`src/infix_to_prefix_converter_top_assert.svh`:
```
// ----------------------------------------------------------------------------
// infix to prefix converter assertion macros
// concurrent checks used at the end of the top level
// ----------------------------------------------------------------------------
`ifndef INFIX_TO_PREFIX_CONVERTER_TOP_ASSERT_SVH
`define INFIX_TO_PREFIX_CONVERTER_TOP_ASSERT_SVH
`ifndef NO_ASSERTIONS
// expression must never hold outside reset
`define ITP_ASSERT_NEVER(label, clk, rst_n, expr, msg) \
    label: assert property (@(posedge clk) disable iff (!(rst_n)) !(expr)) \
        else $error(msg);
// antecedent implies consequent in the same cycle
`define ITP_ASSERT_IMPLY(label, clk, rst_n, ante, cons, msg) \
    label: assert property (@(posedge clk) disable iff (!(rst_n)) (ante) |-> (cons)) \
        else $error(msg);
// antecedent implies consequent in the next cycle
`define ITP_ASSERT_NEXT(label, clk, rst_n, ante, cons, msg) \
    label: assert property (@(posedge clk) disable iff (!(rst_n)) (ante) |=> (cons)) \
        else $error(msg);
`else
`define ITP_ASSERT_NEVER(label, clk, rst_n, expr, msg)
`define ITP_ASSERT_IMPLY(label, clk, rst_n, ante, cons, msg)
`define ITP_ASSERT_NEXT(label, clk, rst_n, ante, cons, msg)
`endif
`endif

```
`src/itp_pkg.sv`:
```
// ----------------------------------------------------------------------------
// infix to prefix converter package
// sequencer states, character codes and operator classification
// ----------------------------------------------------------------------------
package itp_pkg;

    localparam int SYM_W = 8;

    // characters with a special role
    localparam logic [SYM_W-1:0] CH_CARET  = 8'h5E;
    localparam logic [SYM_W-1:0] CH_STAR   = 8'h2A;
    localparam logic [SYM_W-1:0] CH_SLASH  = 8'h2F;
    localparam logic [SYM_W-1:0] CH_PLUS   = 8'h2B;
    localparam logic [SYM_W-1:0] CH_MINUS  = 8'h2D;
    localparam logic [SYM_W-1:0] CH_LPAREN = 8'h28;
    localparam logic [SYM_W-1:0] CH_RPAREN = 8'h29;

    typedef logic [1:0] t_rank;

    typedef enum logic [2:0] {
        ST_LOAD,
        ST_SCAN_RD,
        ST_SCAN_EV,
        ST_POP_EV,
        ST_DRAIN_RD,
        ST_DRAIN_EV,
        ST_EMIT_RD,
        ST_EMIT_WR
    } t_state;

    // operator priority, zero for anything that is not an operator
    function automatic t_rank rank_of(input logic [SYM_W-1:0] c);
        t_rank r;
        r = 2'd0;
        if (c == CH_CARET) begin
            r = 2'd3;
        end else if (c == CH_STAR || c == CH_SLASH) begin
            r = 2'd2;
        end else if (c == CH_PLUS || c == CH_MINUS) begin
            r = 2'd1;
        end
        return r;
    endfunction

    // digits and letters
    function automatic logic is_operand(input logic [SYM_W-1:0] c);
        return (c >= 8'h30 && c <= 8'h39) || (c >= 8'h61 && c <= 8'h7A) ||
               (c >= 8'h41 && c <= 8'h5A);
    endfunction

endpackage

```
`src/infix_to_prefix_converter_top.sv`:
```
// ----------------------------------------------------------------------------
// infix to prefix converter
// buffers an infix expression, scans it backwards with an operator stack
// and streams the prefix form
// ----------------------------------------------------------------------------
//  channel   dir  handshake                      payload
//  s_axis    in   s_axis_tvalid / s_axis_tready  tdata = symbol, tlast = last
//  m_axis    out  m_axis_tvalid / m_axis_tready  tdata = symbol_res,
//                                                tlast = last_res,
//                                                tuser = empty_res, overflow
//
//  characters load one per cycle; after the request marked last the scan
//  reads and evaluates each character; an operator or open paren meeting
//  a non-empty stack reads the stack top, and each pop reads the next top
//  (registered reads); results are read back from the output store.
//  no clearing pass after reset; input is refused from the last request
//  until the final result enters the result register, where it may wait.
// ----------------------------------------------------------------------------
`include "infix_to_prefix_converter_top_assert.svh"

module infix_to_prefix_converter_top #(
    parameter int MAX_LEN = 64
) (
    input  logic       i_clk,
    input  logic       i_rst_n,
    input  logic       s_axis_tvalid,
    output logic       s_axis_tready,
    input  logic [7:0] s_axis_tdata,   // [7:0] symbol
    input  logic       s_axis_tlast,   // last
    output logic       m_axis_tvalid,
    input  logic       m_axis_tready,
    output logic [7:0] m_axis_tdata,   // [7:0] symbol_res
    output logic       m_axis_tlast,   // last_res
    output logic [1:0] m_axis_tuser    // [0] empty_res, [1] overflow
);

    localparam int AW = (MAX_LEN > 1) ? $clog2(MAX_LEN) : 1;
    localparam int CW = $clog2(MAX_LEN + 1);
    localparam logic [CW-1:0] FULL = CW'(MAX_LEN);
    localparam logic [CW-1:0] ONE  = CW'(1);

    // sequencer and counters
    itp_pkg::t_state r_state, n_state;
    logic [CW-1:0] r_in_cnt, n_in_cnt;
    logic [CW-1:0] r_idx, n_idx;
    logic [CW-1:0] r_sp, n_sp;
    logic [CW-1:0] r_out_cnt, n_out_cnt;
    logic [CW-1:0] r_k, n_k;
    logic          r_drop, n_drop;
    logic          r_ovf, n_ovf;

    // result register
    logic                     r_o_valid, n_o_valid;
    logic [itp_pkg::SYM_W-1:0] r_o_sym, n_o_sym;
    logic                     r_o_last, n_o_last;
    logic                     r_o_empty, n_o_empty;
    logic                     r_o_ovf, n_o_ovf;

    // memories
    logic [itp_pkg::SYM_W-1:0] in_mem  [MAX_LEN];
    logic [itp_pkg::SYM_W-1:0] stk_mem [MAX_LEN];
    logic [itp_pkg::SYM_W-1:0] out_mem [MAX_LEN];
    logic [itp_pkg::SYM_W-1:0] r_in_rd, r_stk_rd, r_out_rd;

    logic          in_we, in_re;
    logic [AW-1:0] in_waddr, in_raddr;
    logic          stk_we, stk_re;
    logic [AW-1:0] stk_waddr, stk_raddr;
    logic [itp_pkg::SYM_W-1:0] stk_wdata;
    logic          out_we, out_re;
    logic [AW-1:0] out_waddr, out_raddr;
    logic [itp_pkg::SYM_W-1:0] out_wdata;

    // shared stack and output helpers
    logic                     emit_req, push_req;
    logic [itp_pkg::SYM_W-1:0] emit_char, push_char;
    logic [CW-1:0]            sp_dec, in_cnt_inc;
    logic                     do_pop, out_free;

    assign s_axis_tready = (r_state == itp_pkg::ST_LOAD);
    assign m_axis_tvalid = r_o_valid;
    assign m_axis_tdata  = r_o_sym;
    assign m_axis_tlast  = r_o_last;
    assign m_axis_tuser  = {r_o_ovf, r_o_empty};

    assign sp_dec     = r_sp - ONE;
    assign in_cnt_inc = r_in_cnt + ONE;
    assign out_free   = !r_o_valid || m_axis_tready;

    // pop decision against the stack top just read
    always_comb begin
        if (r_in_rd == itp_pkg::CH_LPAREN) begin
            do_pop = (r_stk_rd != itp_pkg::CH_RPAREN);
        end else begin
            do_pop = (itp_pkg::rank_of(r_stk_rd) > itp_pkg::rank_of(r_in_rd));
        end
    end

    // sequencer
    always_comb begin
        n_state   = r_state;
        n_in_cnt  = r_in_cnt;
        n_idx     = r_idx;
        n_sp      = r_sp;
        n_k       = r_k;
        n_drop    = r_drop;
        n_ovf     = r_ovf;
        n_o_valid = r_o_valid && !m_axis_tready;
        n_o_sym   = r_o_sym;
        n_o_last  = r_o_last;
        n_o_empty = r_o_empty;
        n_o_ovf   = r_o_ovf;
        in_we     = 1'b0;
        in_waddr  = r_in_cnt[AW-1:0];
        in_re     = 1'b0;
        in_raddr  = sp_dec[AW-1:0];
        stk_re    = 1'b0;
        stk_raddr = sp_dec[AW-1:0];
        out_re    = 1'b0;
        out_raddr = sp_dec[AW-1:0];
        emit_req  = 1'b0;
        emit_char = r_in_rd;
        push_req  = 1'b0;
        push_char = r_in_rd;

        unique case (r_state)
            itp_pkg::ST_LOAD: begin
                if (s_axis_tvalid) begin
                    if (r_in_cnt < FULL) begin
                        in_we    = 1'b1;
                        n_in_cnt = in_cnt_inc;
                    end else begin
                        n_drop = 1'b1;
                    end
                    if (s_axis_tlast) begin
                        n_ovf   = r_drop || (r_in_cnt >= FULL);
                        n_idx   = n_in_cnt;
                        n_state = itp_pkg::ST_SCAN_RD;
                    end
                end
            end
            itp_pkg::ST_SCAN_RD: begin
                if (r_idx == '0) begin
                    n_state = itp_pkg::ST_DRAIN_RD;
                end else begin
                    in_re    = 1'b1;
                    n_idx    = r_idx - ONE;
                    in_raddr = n_idx[AW-1:0];
                    n_state  = itp_pkg::ST_SCAN_EV;
                end
            end
            itp_pkg::ST_SCAN_EV: begin
                if (itp_pkg::is_operand(r_in_rd)) begin
                    emit_req = 1'b1;
                    n_state  = itp_pkg::ST_SCAN_RD;
                end else if (r_in_rd == itp_pkg::CH_RPAREN) begin
                    push_req = 1'b1;
                    n_state  = itp_pkg::ST_SCAN_RD;
                end else if (r_sp == '0) begin
                    // an unmatched open paren pops nothing
                    push_req = (r_in_rd != itp_pkg::CH_LPAREN);
                    n_state  = itp_pkg::ST_SCAN_RD;
                end else begin
                    stk_re  = 1'b1;
                    n_state = itp_pkg::ST_POP_EV;
                end
            end
            itp_pkg::ST_POP_EV: begin
                if (do_pop) begin
                    emit_req  = 1'b1;
                    emit_char = r_stk_rd;
                    n_sp      = sp_dec;
                    n_state   = itp_pkg::ST_SCAN_EV;
                end else if (r_in_rd == itp_pkg::CH_LPAREN) begin
                    // discard the matching close paren
                    n_sp    = sp_dec;
                    n_state = itp_pkg::ST_SCAN_RD;
                end else begin
                    push_req = 1'b1;
                    n_state  = itp_pkg::ST_SCAN_RD;
                end
            end
            itp_pkg::ST_DRAIN_RD: begin
                if (r_sp == '0) begin
                    n_k     = r_out_cnt;
                    n_state = itp_pkg::ST_EMIT_RD;
                end else begin
                    stk_re  = 1'b1;
                    n_state = itp_pkg::ST_DRAIN_EV;
                end
            end
            itp_pkg::ST_DRAIN_EV: begin
                emit_req  = 1'b1;
                emit_char = r_stk_rd;
                n_sp      = sp_dec;
                n_state   = itp_pkg::ST_DRAIN_RD;
            end
            itp_pkg::ST_EMIT_RD: begin
                if (out_free) begin
                    if (r_k == '0) begin
                        // nothing to emit: a single empty result
                        n_o_valid = 1'b1;
                        n_o_sym   = '0;
                        n_o_last  = 1'b1;
                        n_o_empty = 1'b1;
                        n_o_ovf   = r_ovf;
                        n_in_cnt  = '0;
                        n_sp      = '0;
                        n_drop    = 1'b0;
                        n_state   = itp_pkg::ST_LOAD;
                    end else begin
                        out_re    = 1'b1;
                        n_k       = r_k - ONE;
                        out_raddr = n_k[AW-1:0];
                        n_state   = itp_pkg::ST_EMIT_WR;
                    end
                end
            end
            itp_pkg::ST_EMIT_WR: begin
                n_o_valid = 1'b1;
                n_o_sym   = r_out_rd;
                n_o_last  = (r_k == '0);
                n_o_empty = 1'b0;
                n_o_ovf   = r_ovf;
                if (r_k == '0) begin
                    n_in_cnt = '0;
                    n_sp     = '0;
                    n_drop   = 1'b0;
                    n_state  = itp_pkg::ST_LOAD;
                end else begin
                    n_state = itp_pkg::ST_EMIT_RD;
                end
            end
            default: begin
                n_state = itp_pkg::ST_LOAD;
            end
        endcase

        // output store append, dropped when full
        out_we    = emit_req && (r_out_cnt < FULL);
        out_waddr = r_out_cnt[AW-1:0];
        out_wdata = emit_char;
        if (r_state == itp_pkg::ST_LOAD || n_state == itp_pkg::ST_LOAD) begin
            n_out_cnt = '0;
        end else if (out_we) begin
            n_out_cnt = r_out_cnt + ONE;
        end else begin
            n_out_cnt = r_out_cnt;
        end

        // stack push, dropped when full
        stk_we    = push_req && (r_sp < FULL);
        stk_waddr = r_sp[AW-1:0];
        stk_wdata = push_char;
        if (stk_we) begin
            n_sp = r_sp + ONE;
        end
    end

    // control registers
    always_ff @(posedge i_clk) begin
        if (!i_rst_n) begin
            r_state   <= itp_pkg::ST_LOAD;
            r_in_cnt  <= '0;
            r_idx     <= '0;
            r_sp      <= '0;
            r_out_cnt <= '0;
            r_k       <= '0;
            r_drop    <= 1'b0;
            r_ovf     <= 1'b0;
            r_o_valid <= 1'b0;
        end else begin
            r_state   <= n_state;
            r_in_cnt  <= n_in_cnt;
            r_idx     <= n_idx;
            r_sp      <= n_sp;
            r_out_cnt <= n_out_cnt;
            r_k       <= n_k;
            r_drop    <= n_drop;
            r_ovf     <= n_ovf;
            r_o_valid <= n_o_valid;
        end
    end

    // result payload
    always_ff @(posedge i_clk) begin
        r_o_sym   <= n_o_sym;
        r_o_last  <= n_o_last;
        r_o_empty <= n_o_empty;
        r_o_ovf   <= n_o_ovf;
    end

    // input store
    always_ff @(posedge i_clk) begin
        if (in_we) begin
            in_mem[in_waddr] <= s_axis_tdata;
        end
        if (in_re) begin
            r_in_rd <= in_mem[in_raddr];
        end
    end

    // operator stack
    always_ff @(posedge i_clk) begin
        if (stk_we) begin
            stk_mem[stk_waddr] <= stk_wdata;
        end
        if (stk_re) begin
            r_stk_rd <= stk_mem[stk_raddr];
        end
    end

    // output store
    always_ff @(posedge i_clk) begin
        if (out_we) begin
            out_mem[out_waddr] <= out_wdata;
        end
        if (out_re) begin
            r_out_rd <= out_mem[out_raddr];
        end
    end

    // every stored character yields at most one stack entry or result
    `ITP_ASSERT_NEVER(a_count_bound, i_clk, i_rst_n, ({1'b0, r_out_cnt} + {1'b0, r_sp}) > {1'b0, r_in_cnt}, "results plus stack exceed stored characters")
    // an empty result is always the final one
    `ITP_ASSERT_IMPLY(a_empty_last, i_clk, i_rst_n, r_o_valid && r_o_empty, r_o_last, "empty result without last")
    // a result load leaves the result register valid and the sequence in order
    `ITP_ASSERT_NEXT(a_emit_free, i_clk, i_rst_n, r_state == itp_pkg::ST_EMIT_WR, r_o_valid && (r_k == $past(r_k) || r_k == '0 || r_state == itp_pkg::ST_EMIT_RD), "result load out of sequence")

endmodule
```
`config.mk`:
```
export PLATFORM = sky130hd
export DESIGN_NAME = infix_to_prefix_converter_top
export DESIGN_NICKNAME = d
export VERILOG_FILES = /design/src/itp_pkg.sv /design/src/infix_to_prefix_converter_top.sv
export VERILOG_INCLUDE_DIRS = /design/src /design/src/src
export SDC_FILE = /design/constraint.sdc
export NUM_CORES = 2
export LEC_CHECK = 0
export BUFFER_PORTS_ARGS = -buffer_cell sky130_fd_sc_hd__buf_4
export CAP_MARGIN = 10
export CORE_MARGIN = 10
export CORE_UTILIZATION = 32
export DETAILED_ROUTE_END_ITERATION = 10
export RECOVER_POWER = 25
export SLEW_MARGIN = 20
export SYNTH_ARGS = -nofsm -noshare
export SYNTH_HDL_FRONTEND = slang
export SYNTH_SLANG_ARGS = --single-unit
```
`constraint.sdc`:
```
create_clock -name i_clk -period 8.7 [get_ports i_clk]
set_input_delay 0.87 -clock i_clk [delete_from_list [all_inputs] [get_ports i_clk]]
set_output_delay 0.87 -clock i_clk [all_outputs]
set_load 0.1 [all_outputs]
```
==> flow_summary.json <==
{
  "clk_pin_slew_ns": 0.06,
  "syn2layout_area_growth_pct": 12.6,
  "synth_edf_count": 1571,
  "coreArea_mm2": 0.200,
  "dp.cells": 6740,
  "final_cell_mix": "edfxtp_1, nand2_1, nand3_1",
  "fin_crit_sh": 0.707,
  "rsz0062_at_grt": "no",
  "grt_max_degree": 164,
  "drc": 0,
  "grtUsageTotal": 0.143,
  "clk_latency_ns": 0.81,
  "die_area_mm2": 0.220,
  "slew_violations": 520,
  "status": "finished, violations left",
  "cts_tree": "yes",
  "r2r_cells": 14,
  "num_vias": 37100,
  "maxSlewHeadroom": -1.26,
  "yosysSeqAreaShare": 0.742,
  "holdPathStages": 2,
  "die_h_um": 470,
  "grt_pass1_wl_um": 243000,
  "cp.arrival_ns": 6.55,
  "synthCells": 4281,
  "via_per_inst": 5.26,
  "hold_path.class": "in -> reg",
  "initial_core_util": 0.323,
  "critPathMaxFanout": 68,
  "p_sw_frac": 0.212,
  "violations": "capacitance limit, slew limit",
  "grt_overflow": 0,
  "finalSetupViolations": 0,
  "required_ns": 9.10,
  "row_count": 164,
  "finalPower_w": 0.0157,
  "fin_crit_ns": 6.15,
  "cts_buffer_depth": 3,
  "synth_ff_type": "edfxtp_1",
  "async_flop_share": 0,
  "cts_made_buffers": 166,
  "dr.pass1.iters": 6,
  "cts_root_buf": "clkbuf_16",
  "p_seq_frac": 0.542,
  "synth_nets": 4303,
  "finalNetCount": 4275,
  "portBuffers": 25,
  "crit_path_end_kind": "flop",
  "antenna_found_initial": 11,
  "synth_cell_types": 81,
  "p_leak_nw": 22.7,
  "fin_ws_ns": 2.55,
  "ys_ff_latch": 1612,
  "hold_violations": 0,
  "cts_hold_buf": 0,
  "final_common_cell": "edfxtp_1",
  "cap_violations": 8,
  "routabilityCongestion": 0.844,
  "instances_no_fill": 7052,
  "p_sw_w": 0.00333,
  "ctsResizeCount": 0,
  "synth_area_per_cell_um2": 15.1,
  "fin_tns_setup_ns": 0,
  "worstSetupPathType": "reg -> reg",
  "tightest_slew_ns": 3.39,
  "clock.fmax_mhz": 163,
  "clock_sinks": 1612,
  "post-cts-setup-buffer-count": 0,
  "synth-warning-count": 0,
  "fin_util": 0.363,
  "r2r_setup_slack_ns": 2.55,
  "p_comb_frac": 0.025,
  "routedWlPerCell_um": 23.2,
  "powerDensity_mw_per_mm2": 216,
  "htreeDepth": 4,
  "drive_above_1_share": 0.120,
  "place_ws_ns": 2.69,
  "io_pins": 26,
  "drtAntennaViolNets": 0,
  "vdd_ir_drop_max_v": 0.000168,
  "first_global_vias": 36100,
  "fp.dieW_um": 470,
  "dr.first_iter.drc_count": 3619,
  "power.internal_w": 0.0124,
  "syn-cell-area_mm2": 0.0647,
  "clockPowerShare": 0.433,
  "wirelength_um": 164000,
  "worstSetupStartpointType": "flop",
  "skew_ns": 0.0443,
  "hpwl_um": 96000,
  "num-fill-cells": 18700
}
## routing by layer
metal  routed length (µm)  vias up  track usage
met3                11900      299       0.0268
met5                   14        -            0
met4                 5980        4       0.0551
met2                77200     1481        0.226
met1                68600    18900        0.194
li1                     -    16400            -
## cell usage after synthesis, types with 24 or more instances
| master | n | share of area |
|---|---|---|
| clkbuf_1 | 178 | 0.010 |
| buf_2 | 45 | 0.0035 |
| and3_1 | 75 | 0.0073 |
| a31oi_1 | 90 | 0.0087 |
| o21ai_0 | 45 | 0.0035 |
| a21oi_1 | 93 | 0.0072 |
| mux4_2 | 177 | 0.062 |
| dfxtp_1 | 41 | 0.013 |
| nand3_1 | 306 | 0.024 |
| mux2i_1 | 63 | 0.0098 |
| a211oi_1 | 59 | 0.0068 |
| buf_1 | 37 | 0.0021 |
| nand4_1 | 33 | 0.0032 |
| a311oi_1 | 24 | 0.0033 |
| nor3_1 | 24 | 0.0019 |
| edfxtp_1 | 1571 | 0.73 |
| a32oi_1 | 50 | 0.0068 |
| nand2_1 | 831 | 0.048 |
| nor2_1 | 265 | 0.015 |
## power groups by stage
stage	clock network [W]	registers (W)	logic, W
floorplan	0	0.00867	0.000196
global placement	0	0.00867	0.000387
detailed placement	0	0.00867	0.000391
CTS	0.00693	0.00850	0.000393
global route	0.00724	0.00851	0.000420
finish	0.00681	0.00851	0.000392
## per-stage QoR
stage,hold WS [ns],instance area [µm²]
6_report,0.370,72800
4_1_cts,0.304,72800
3_3_place_gp,0.415,67600
2_1_floorplan,0.409,64700
5_1_grt,0.342,72800
3_5_place_dp,0.420,67600
## area by class of cell
cell class                 count  area [µm²]  area share
sequential                  1612       48000       0.659
multi-input combinational   2378       15600       0.215
clock buffer                 210        4350      0.0598
tap                         2656        3320      0.0456
clock inverter                97         850      0.0117
timing repair buffer          77         569     0.00782
inverter                      18        67.6    0.000928
antenna                        4        10.0    0.000137
## cell families after synthesis
group	Yosys count	synth area share
compound gates	469	0.0503
xor+xnor	25	0.00339
mux	250	0.0732
flops	1612	0.742
simple gates	1625	0.110
fa+ha+maj	9	0.00174
buf+inv	291	0.0192
## flip-flops by register name, indices dropped and copies added (netlist names)
register and count:
in_mem 512, m_axis_tdata 8, m_axis_tlast 1, m_axis_tvalid 1
out_mem 512, push_char 8, r_drop 1, r_idx 7
r_in_cnt 7, r_k 7, r_o_empty 1, r_o_ovf 1
r_out_cnt 7, r_out_rd 8, r_ovf 1, r_sp 7
r_state 3, r_stk_rd 8, stk_mem 512
## critical path: stages, from the launching register on
cell,delay [ns]
edfxtp_1,0.32
buf_4,0.51
nor4b_1,0.63
nand2_1,0.17
o221a_2,0.32
nor3_1,0.17
ha_1,0.27
nand2_1,0.06
o21ai_0,0.13
mux2i_1,0.22
and2_1,0.20
o21ai_2,0.17
a21oi_1,0.70
nand3_1,0.95
nor2_1,0.89
## worst paths after layout
kind                                             start                  endpoint
worst max-delay path            push_char[5]$_DFFE_PP_  out_mem[60][1]$_DFFE_PP_
worst min-delay path                           i_rst_n      r_sp[4]$_SDFFE_PN0P_
worst max register to register  push_char[5]$_DFFE_PP_  out_mem[60][1]$_DFFE_PP_
worst min register to register      r_ovf$_SDFFE_PN0P_         r_o_ovf$_DFFE_PP_
Power figures use the tool's default switching activity.
